**config.mk**
```make
export PLATFORM = sky130hd
export DESIGN_NAME = noise_shaped_tpdf_dither
export DESIGN_NICKNAME = d
export VERILOG_FILES = /design/src/sv/nstd_pkg.sv /design/src/sv/nstd_csr.sv /design/src/sv/nstd_hist.sv /design/src/sv/nstd_calc.sv /design/src/sv/noise_shaped_tpdf_dither.sv
export SDC_FILE = /design/constraint.sdc
export NUM_CORES = 2
export LEC_CHECK = 0
export BUFFER_PORTS_ARGS = -buffer_cell sky130_fd_sc_hd__buf_2
export CAP_MARGIN = 10
export CORE_UTILIZATION = 43
export DETAILED_ROUTE_END_ITERATION = 8
export GPL_TIMING_DRIVEN = 0
export MAX_ROUTING_LAYER = met4
export PLACE_DENSITY = 0.61
export SLEW_MARGIN = 10
export SYNTH_ARGS = -nofsm -noshare
export SYNTH_HDL_FRONTEND = slang
export SYNTH_SLANG_ARGS = --single-unit
```
**constraint.sdc**
```tcl
create_clock -name clock -period 49.2 [get_ports clock]
set_input_delay 7.38 -clock clock [delete_from_list [all_inputs] [get_ports clock]]
set_output_delay 7.38 -clock clock [all_outputs]
set_load 0.005 [all_outputs]
```
**src/sv/nstd_pkg.sv**
```systemverilog
// Shared types and constants for the noise-shaped TPDF dither requantizer.
package nstd_pkg;

   localparam int CH_W     = 3;
   localparam int SAMPLE_W = 32;
   localparam int NOISE_W  = 15;
   localparam int OUT_W    = 24;
   localparam int OBITS_W  = 5;
   localparam int GAIN_W   = 16;
   localparam int ERR_W    = 36;
   localparam int ADDR_W   = 3;
   localparam int DATA_W   = 32;

   localparam logic [OBITS_W-1:0] OBITS_MIN   = 5'd1;
   localparam logic [OBITS_W-1:0] OBITS_MAX   = 5'd24;
   localparam logic [OBITS_W-1:0] OBITS_RESET = 5'd16;
   localparam logic [GAIN_W-1:0]  GAIN_RESET  = 16'd0;

   // Register index, taken from paddr[2]
   typedef enum logic [0:0] {
      REG_OUTPUT_BITS  = 1'b0,
      REG_SHAPING_GAIN = 1'b1
   } reg_idx_type;

   typedef struct packed {
      logic [OBITS_W-1:0] output_bits;
      logic [GAIN_W-1:0]  shaping_gain;
   } cfg_type;

   // Per-channel history: previous noise word and two error terms (Q.31 units)
   typedef struct packed {
      logic [NOISE_W-1:0] last_noise;
      logic [ERR_W-1:0]   err_new;
      logic [ERR_W-1:0]   err_old;
   } hist_type;

endpackage

```
**src/sv/nstd_csr.sv**
```systemverilog
// APB-style configuration registers: output word length and shaping gain.
module nstd_csr (
   input  logic                         clock,
   input  logic                         reset,
   input  logic                         csr_psel,
   input  logic                         csr_penable,
   input  logic                         csr_pwrite,
   input  logic [nstd_pkg::ADDR_W-1:0]  csr_paddr,
   input  logic [nstd_pkg::DATA_W-1:0]  csr_pwdata,
   output logic [nstd_pkg::DATA_W-1:0]  csr_prdata,
   output nstd_pkg::cfg_type            cfg
);
   import nstd_pkg::*;

   cfg_type     cfg_ff;
   cfg_type     cfg_in;
   reg_idx_type reg_sel;
   logic        wr_en;

   assign reg_sel = reg_idx_type'(csr_paddr[2]);
   assign wr_en   = csr_psel && csr_penable && csr_pwrite;

   // next register values
   always_comb begin
      cfg_in = cfg_ff;
      if (wr_en) begin
         case (reg_sel)
            REG_OUTPUT_BITS:  cfg_in.output_bits  = csr_pwdata[OBITS_W-1:0];
            REG_SHAPING_GAIN: cfg_in.shaping_gain = csr_pwdata[GAIN_W-1:0];
            default:          cfg_in = cfg_ff;
         endcase
      end
   end

   always_ff @(posedge clock) begin
      if (reset) begin
         cfg_ff.output_bits  <= OBITS_RESET;
         cfg_ff.shaping_gain <= GAIN_RESET;
      end else begin
         cfg_ff <= cfg_in;
      end
   end

   // read mux
   always_comb begin
      case (reg_sel)
         REG_OUTPUT_BITS:  csr_prdata = DATA_W'(cfg_ff.output_bits);
         REG_SHAPING_GAIN: csr_prdata = DATA_W'(cfg_ff.shaping_gain);
         default:          csr_prdata = '0;
      endcase
   end

   assign cfg = cfg_ff;

endmodule

```
**src/sv/nstd_hist.sv**
```systemverilog
// Per-channel history memory with valid bits, registered read and write bypass.
module nstd_hist #(
   parameter int CHANNELS = 8,
   parameter int IDX_W    = 3
) (
   input  logic                 clock,
   input  logic                 reset,
   input  logic                 rd_en,
   input  logic [IDX_W-1:0]     rd_idx,
   input  logic                 wr_en,
   input  logic [IDX_W-1:0]     wr_idx,
   input  nstd_pkg::hist_type   wr_data,
   output nstd_pkg::hist_type   rd_data
);
   import nstd_pkg::*;

   hist_type              mem [CHANNELS];
   logic [CHANNELS-1:0]   vld_ff;
   hist_type              rd_data_ff;

   // valid bits: an entry never written reads as zero
   always_ff @(posedge clock) begin
      if (reset) begin
         vld_ff <= '0;
      end else if (wr_en) begin
         vld_ff[wr_idx] <= 1'b1;
      end
   end

   always_ff @(posedge clock) begin
      if (wr_en) begin
         mem[wr_idx] <= wr_data;
      end
   end

   // registered read; a same-cycle write to the same entry is forwarded
   always_ff @(posedge clock) begin
      if (rd_en) begin
         if (wr_en && (wr_idx == rd_idx)) begin
            rd_data_ff <= wr_data;
         end else if (vld_ff[rd_idx]) begin
            rd_data_ff <= mem[rd_idx];
         end else begin
            rd_data_ff <= '0;
         end
      end
   end

   assign rd_data = rd_data_ff;

endmodule

```
**src/sv/nstd_calc.sv**
```systemverilog
// Requantizer datapath: error feedback, dither, floor, saturation, new error.
module nstd_calc (
   input  nstd_pkg::cfg_type                     cfg,
   input  logic                                  ch_ok,
   input  logic signed [nstd_pkg::SAMPLE_W-1:0]  sample_in,
   input  logic [nstd_pkg::NOISE_W-1:0]          noise,
   input  nstd_pkg::hist_type                    hist,
   output nstd_pkg::hist_type                    hist_new,
   output logic signed [nstd_pkg::OUT_W-1:0]     sample_out,
   output logic                                  clipped
);
   import nstd_pkg::*;

   logic [OBITS_W-1:0]       bits;
   logic [OBITS_W-1:0]       shamt;
   logic signed [ERR_W-1:0]  e1;
   logic signed [ERR_W-1:0]  e2;
   logic [NOISE_W-1:0]       prev;
   logic signed [37:0]       fb_arg;
   logic signed [54:0]       prod;
   logic signed [40:0]       fb;
   logic signed [40:0]       d;
   logic signed [15:0]       ndiff;
   logic signed [47:0]       dither;
   logic signed [47:0]       half;
   logic signed [47:0]       lsb_mask;
   logic signed [47:0]       t;
   logic signed [47:0]       q;
   logic signed [47:0]       err;
   logic signed [47:0]       qmax;
   logic signed [47:0]       qmin;
   logic signed [47:0]       qs;

   always_comb begin
      // effective word length and LSB position
      if (cfg.output_bits < OBITS_MIN) begin
         bits = OBITS_MIN;
      end else if (cfg.output_bits > OBITS_MAX) begin
         bits = OBITS_MAX;
      end else begin
         bits = cfg.output_bits;
      end
      shamt = OBITS_W'(6'd32 - {1'b0, bits});

      // history, zero for channels outside the store
      e1   = ch_ok ? $signed(hist.err_new) : '0;
      e2   = ch_ok ? $signed(hist.err_old) : '0;
      prev = ch_ok ? hist.last_noise : '0;

      // second-order error feedback, gain in Q1.15
      fb_arg = (38'(e1) <<< 1) - 38'(e2);
      prod   = $signed({1'b0, cfg.shaping_gain}) * fb_arg;
      fb     = 41'(prod >>> 15);
      d      = 41'(sample_in) + fb;

      // high-pass triangular dither scaled to one output LSB
      ndiff  = $signed({1'b0, noise}) - $signed({1'b0, prev});
      dither = (48'(ndiff) <<< shamt) >>> 15;

      half     = 48'sd1 <<< (shamt - 5'd1);
      lsb_mask = (48'sd1 <<< shamt) - 48'sd1;
      t        = 48'(d) + half + dither;
      q        = t >>> shamt;
      err      = 48'(d) - (t & ~lsb_mask);

      // saturate to the word length
      qmax = (48'sd1 <<< (bits - 5'd1)) - 48'sd1;
      qmin = ~qmax;
      if (q > qmax) begin
         qs      = qmax;
         clipped = 1'b1;
      end else if (q < qmin) begin
         qs      = qmin;
         clipped = 1'b1;
      end else begin
         qs      = q;
         clipped = 1'b0;
      end
      sample_out = qs[OUT_W-1:0];

      hist_new.last_noise = noise;
      hist_new.err_new    = err[ERR_W-1:0];
      hist_new.err_old    = e1;
   end

endmodule

```
**src/sv/noise_shaped_tpdf_dither.sv**
```systemverilog
// Noise-shaped TPDF dither requantizer: one input register, one result register.
// The rsp_ ports show the result register. Throughput: one request per cycle
// while rsp_ready does not stall; same-channel requests may follow back to back
// since the history read is registered with forwarding from the write-back.
// Reset (synchronous, active high) clears pipeline valids, the history valid bits
// (all history reads as zero) and sets output_bits to 16, shaping_gain to 0.
module noise_shaped_tpdf_dither #(
   parameter int CHANNELS = 8
) (
   input  logic                                  clock,
   input  logic                                  reset,
   input  logic                                  req_valid,
   output logic                                  req_ready,
   input  logic [nstd_pkg::CH_W-1:0]             req_channel,
   input  logic signed [nstd_pkg::SAMPLE_W-1:0]  req_sample_in,
   input  logic [nstd_pkg::NOISE_W-1:0]          req_noise,
   output logic                                  rsp_valid,
   input  logic                                  rsp_ready,
   output logic [nstd_pkg::CH_W-1:0]             rsp_channel_out,
   output logic signed [nstd_pkg::OUT_W-1:0]     rsp_sample_out,
   output logic                                  rsp_clipped,
   input  logic                                  csr_psel,
   input  logic                                  csr_penable,
   input  logic                                  csr_pwrite,
   input  logic [nstd_pkg::ADDR_W-1:0]           csr_paddr,
   input  logic [nstd_pkg::DATA_W-1:0]           csr_pwdata,
   output logic [nstd_pkg::DATA_W-1:0]           csr_prdata,
   output logic                                  csr_pready
);
   import nstd_pkg::*;

   localparam int IDX_W = (CHANNELS > 1) ? $clog2(CHANNELS) : 1;

   cfg_type                  cfg;
   hist_type                 hist_rd;
   hist_type                 hist_new;

   logic                     s1_vld_ff, s1_vld_in;
   logic [CH_W-1:0]          s1_ch_ff;
   logic                     s1_chok_ff;
   logic signed [SAMPLE_W-1:0] s1_sample_ff;
   logic [NOISE_W-1:0]       s1_noise_ff;

   logic                     out_vld_ff, out_vld_in;
   logic [CH_W-1:0]          out_ch_ff;
   logic signed [OUT_W-1:0]  out_sample_ff;
   logic                     out_clip_ff;

   logic                     out_free;
   logic                     s1_adv;
   logic                     accept;
   logic                     req_chok;
   logic signed [OUT_W-1:0]  calc_sample;
   logic                     calc_clip;

   // handshake
   assign out_free  = !out_vld_ff || rsp_ready;
   assign s1_adv    = s1_vld_ff && out_free;
   assign req_ready = !s1_vld_ff || out_free;
   assign accept    = req_valid && req_ready;
   assign req_chok  = int'(req_channel) < CHANNELS;

   assign s1_vld_in  = accept || (s1_vld_ff && !out_free);
   assign out_vld_in = s1_adv || (out_vld_ff && !rsp_ready);

   always_ff @(posedge clock) begin
      if (reset) begin
         s1_vld_ff  <= 1'b0;
         out_vld_ff <= 1'b0;
      end else begin
         s1_vld_ff  <= s1_vld_in;
         out_vld_ff <= out_vld_in;
      end
   end

   // input register
   always_ff @(posedge clock) begin
      if (accept) begin
         s1_ch_ff     <= req_channel;
         s1_chok_ff   <= req_chok;
         s1_sample_ff <= req_sample_in;
         s1_noise_ff  <= req_noise;
      end
   end

   // result register
   always_ff @(posedge clock) begin
      if (s1_adv) begin
         out_ch_ff     <= s1_ch_ff;
         out_sample_ff <= calc_sample;
         out_clip_ff   <= calc_clip;
      end
   end

   nstd_csr u_csr (
      .clock       (clock),
      .reset       (reset),
      .csr_psel    (csr_psel),
      .csr_penable (csr_penable),
      .csr_pwrite  (csr_pwrite),
      .csr_paddr   (csr_paddr),
      .csr_pwdata  (csr_pwdata),
      .csr_prdata  (csr_prdata),
      .cfg         (cfg)
   );

   nstd_hist #(
      .CHANNELS (CHANNELS),
      .IDX_W    (IDX_W)
   ) u_hist (
      .clock   (clock),
      .reset   (reset),
      .rd_en   (accept && req_chok),
      .rd_idx  (IDX_W'(req_channel)),
      .wr_en   (s1_adv && s1_chok_ff),
      .wr_idx  (IDX_W'(s1_ch_ff)),
      .wr_data (hist_new),
      .rd_data (hist_rd)
   );

   nstd_calc u_calc (
      .cfg        (cfg),
      .ch_ok      (s1_chok_ff),
      .sample_in  (s1_sample_ff),
      .noise      (s1_noise_ff),
      .hist       (hist_rd),
      .hist_new   (hist_new),
      .sample_out (calc_sample),
      .clipped    (calc_clip)
   );

   assign rsp_valid       = out_vld_ff;
   assign rsp_channel_out = out_ch_ff;
   assign rsp_sample_out  = out_sample_ff;
   assign rsp_clipped     = out_clip_ff;
   assign csr_pready      = 1'b1;

endmodule

```
==> results.cfg <==
[run_status]
status = finished, final reports clean

[worst_setup_path]
startpoint_type = flop
critical_path.reg2reg.startpoint = u_hist.rd_data[36]$_DFFE_PP_
cp_max_fo = 10
rr_endpoint = rsp_sample_out[23]$_DFFE_PP_
endpoint_kind = flop
cp_slowest_cell = xnor2_1
path_class = reg2reg
critPathArrivalTime_ns = 22.84
rr_worst_depth = 64
r2r_setup_slack_ns = 26.79
worstSetupStartpoint = u_hist.rd_data[36]$_DFFE_PP_
cp-endpoint = rsp_sample_out[23]$_DFFE_PP_
max_stage_delay_ns = 0.82
cpMostUsedCell = fa_1
crit_required_ns = 49.63

[global_route]
grt_util_all_layers_pct = 32.0
grt-ovfl-total = 0
grt_max_degree = 45
grt_pass1_vias = 57300
grt_pass1_wl_um = 394000
antenna_found_initial = 11

[cells_and_area]
drive_gt1_share_pct = 9.38
syn2layout_area_growth_pct = 10.2
fin_nets = 8304
postLayoutCoreUtil_pct = 48.0
fin_area_um2 = 81700

[placement]
dpl_cell_area_um2 = 78700
io_buffers = 119
dp_hpwl_um = 216000
place.gp.congestion = 1.02

[route]
met2_length_um = 127000
met3_length_um = 20200
top_layer_used = met4
wire_per_inst_um = 28.3
ant_nets = 0
via_count = 56700
remaining_drc_errors = 0
drt-total-wl_um = 271000
via_per_inst = 5.92
drtIter0Drc = 5645
firstDrtPassIters = 6
wl_met1_um = 106000

[synthesis]
yosysSeqAreaShare_pct = 35.7
ys_types = 111
synth-edff-count = 861
yosysTopAreaCell = edfxtp_1
netlist_instances = 6887
ys.flop_type = edfxtp_1
yosys_warnings = 0
yosysMostFrequentCell = inv_1
synth_common_cells = 900 x inv_1, 861 x edfxtp_1, 690 x nand2_1, 602 x fa_1, 409 x ha_1
synthArstFlopShare_pct = 0
netlist.area_leader.share_pct = 34.9
synthTopCellsByArea = edfxtp_1 35%, fa_1 16%, ha_1 6.9%
ys_seq_elements = 892
postSynthAreaPerCell_um2 = 10.8
synth_area_um2 = 74100

[floorplan]
start_util_pct = 43.5
io_pins = 155
core_region_area_um2 = 170000
die_h_um = 417
rows = 151
die_x_um = 417
die-area_um2 = 174000

[clocking]
cts_tree = done
cts-htree-levels = 3
root_buffer = clkbuf_16
clk_latency_ns = 0.73
clk_pin_slew_worst_paths_ns = 0.06
cts.sinks = 892
numCtsBuffers = 89
hold_buffers = 0
cts_setup_buffers = 0
cts_resized = 0
clockBufferDepth = 3

[timing]
finalCritPeriodShare_pct = 45.5
setup_viol = 0
finalClockSkew_ns = 0.0549
fmax_mhz = 44.6
rsz0062_at_grt = false
hold_viol = 0
tightest_slew_ns = 1.42
finalMaxSlewViolations = 0
slew_headroom_pct = 4.78
fin_crit_ns = 22.41
tns_ns = 0

[hold_path]
min_path_type = reg2reg
min_path_cells = 2

[job]
drv_cap = 0
routing by layer:
layer,vias to the layer above,GRT usage [%]
met2,2560,50.7
met4,0,17.4
met5,-,-
li1,24700,-
met3,616,5.19
met1,28800,39.3
logic make-up after synthesis:
group	Yosys count	share of synthesized area (%)
AO/OA/AOI/OAI	1219	10.9
XOR/XNOR	218	2.58
adder cells (fa/ha/maj)	1014	23.2
buffers and inverters	1280	6.63
flip-flops	892	35.7
multiplexers	371	8.38
other	2	0.0101
AND/OR/NAND/NOR	1891	12.6
worst max-delay path: cells and delay by family (launching register included):
family	cells	cell delay [ns]
multiplexers	2	0.82
AO/OA/AOI/OAI	25	8.30
buffers and inverters	7	1.65
flip-flops	1	0.63
XOR/XNOR	1	0.82
adder cells (fa/ha/maj)	12	5.00
AND/OR/NAND/NOR	17	4.84
metrics by stage:
stage	worst slack (ns)	hold WS (ns)	std cells
detailed placement	27.15	0.457	9405
global route	26.01	0.509	9575
global placement	23.08	0.446	9320
CTS	27.01	0.473	9563
floorplan	32.53	0.435	6906
finish	26.79	0.472	9579
placed cells by master, fill, tap and decap left out, drive strengths merged, types with 20 or more instances in the layout:
| cell type | n |
|---|---|
| ha | 409 |
| nand2 | 690 |
| nor2b | 57 |
| a21oi | 314 |
| nor3 | 73 |
| xnor2 | 142 |
| dfxtp | 31 |
| edfxtp | 861 |
| and4 | 30 |
| nand3 | 148 |
| nor4 | 34 |
| and2 | 311 |
| o211ai | 60 |
| clkinv | 38 |
| and3 | 46 |
| a211oi | 42 |
| xor2 | 76 |
| conb | 21 |
| nor2 | 299 |
| inv | 907 |
| nand2b | 51 |
| o21ai | 288 |
| fa | 602 |
| o311ai | 20 |
| mux2 | 21 |
| o21bai | 42 |
| buf | 300 |
| mux2i | 154 |
| nand4 | 61 |
| a31oi | 32 |
| mux4 | 196 |
| a21o | 122 |
| clkbuf | 386 |
| o21a | 41 |
flip-flops by register name, summed over array words and instances, names as in the netlist:
register	flops
u_hist.rd_data	87
rsp_sample_out	24
u_hist.mem	696
s1_ch_ff	3
rsp_valid	1
rsp_clipped	1
s1_vld_ff	1
u_hist.vld_ff	8
u_csr.cfg	21
s1_sample_ff	32
rsp_channel_out	3
s1_noise_ff	15
layout make-up:
type                    count  area, um^2
multi-input cells        4734       42900
fillers                 15600       88500
plain buffers             375        1520
diodes                     16        40.0
repair buffers            204        1600
clock buffers             107        2290
clock inverters            51         627
flip-flops and latches    892       26500
inverters                 905        3400
well taps                2295        2870
how the worst min path moves through the flow:
stage          slack, ns                     startpoint                       endpoint
2_1_floorplan       0.43  u_hist.vld_ff[6]$_SDFFE_PP0P_  u_hist.vld_ff[6]$_SDFFE_PP0P_
3_3_place_gp        0.45  u_hist.vld_ff[1]$_SDFFE_PP0P_  u_hist.vld_ff[1]$_SDFFE_PP0P_
3_5_place_dp        0.46  u_hist.vld_ff[6]$_SDFFE_PP0P_  u_hist.vld_ff[6]$_SDFFE_PP0P_
4_1_cts             0.47  u_hist.vld_ff[6]$_SDFFE_PP0P_  u_hist.vld_ff[6]$_SDFFE_PP0P_
5_1_grt             0.51  u_hist.vld_ff[7]$_SDFFE_PP0P_  u_hist.vld_ff[7]$_SDFFE_PP0P_
6_report            0.47  u_hist.vld_ff[6]$_SDFFE_PP0P_  u_hist.vld_ff[6]$_SDFFE_PP0P_
Power is left out: the tool's default activity adds up to more than one toggle a clock period on the data nets, which glitch-free logic cannot reach.
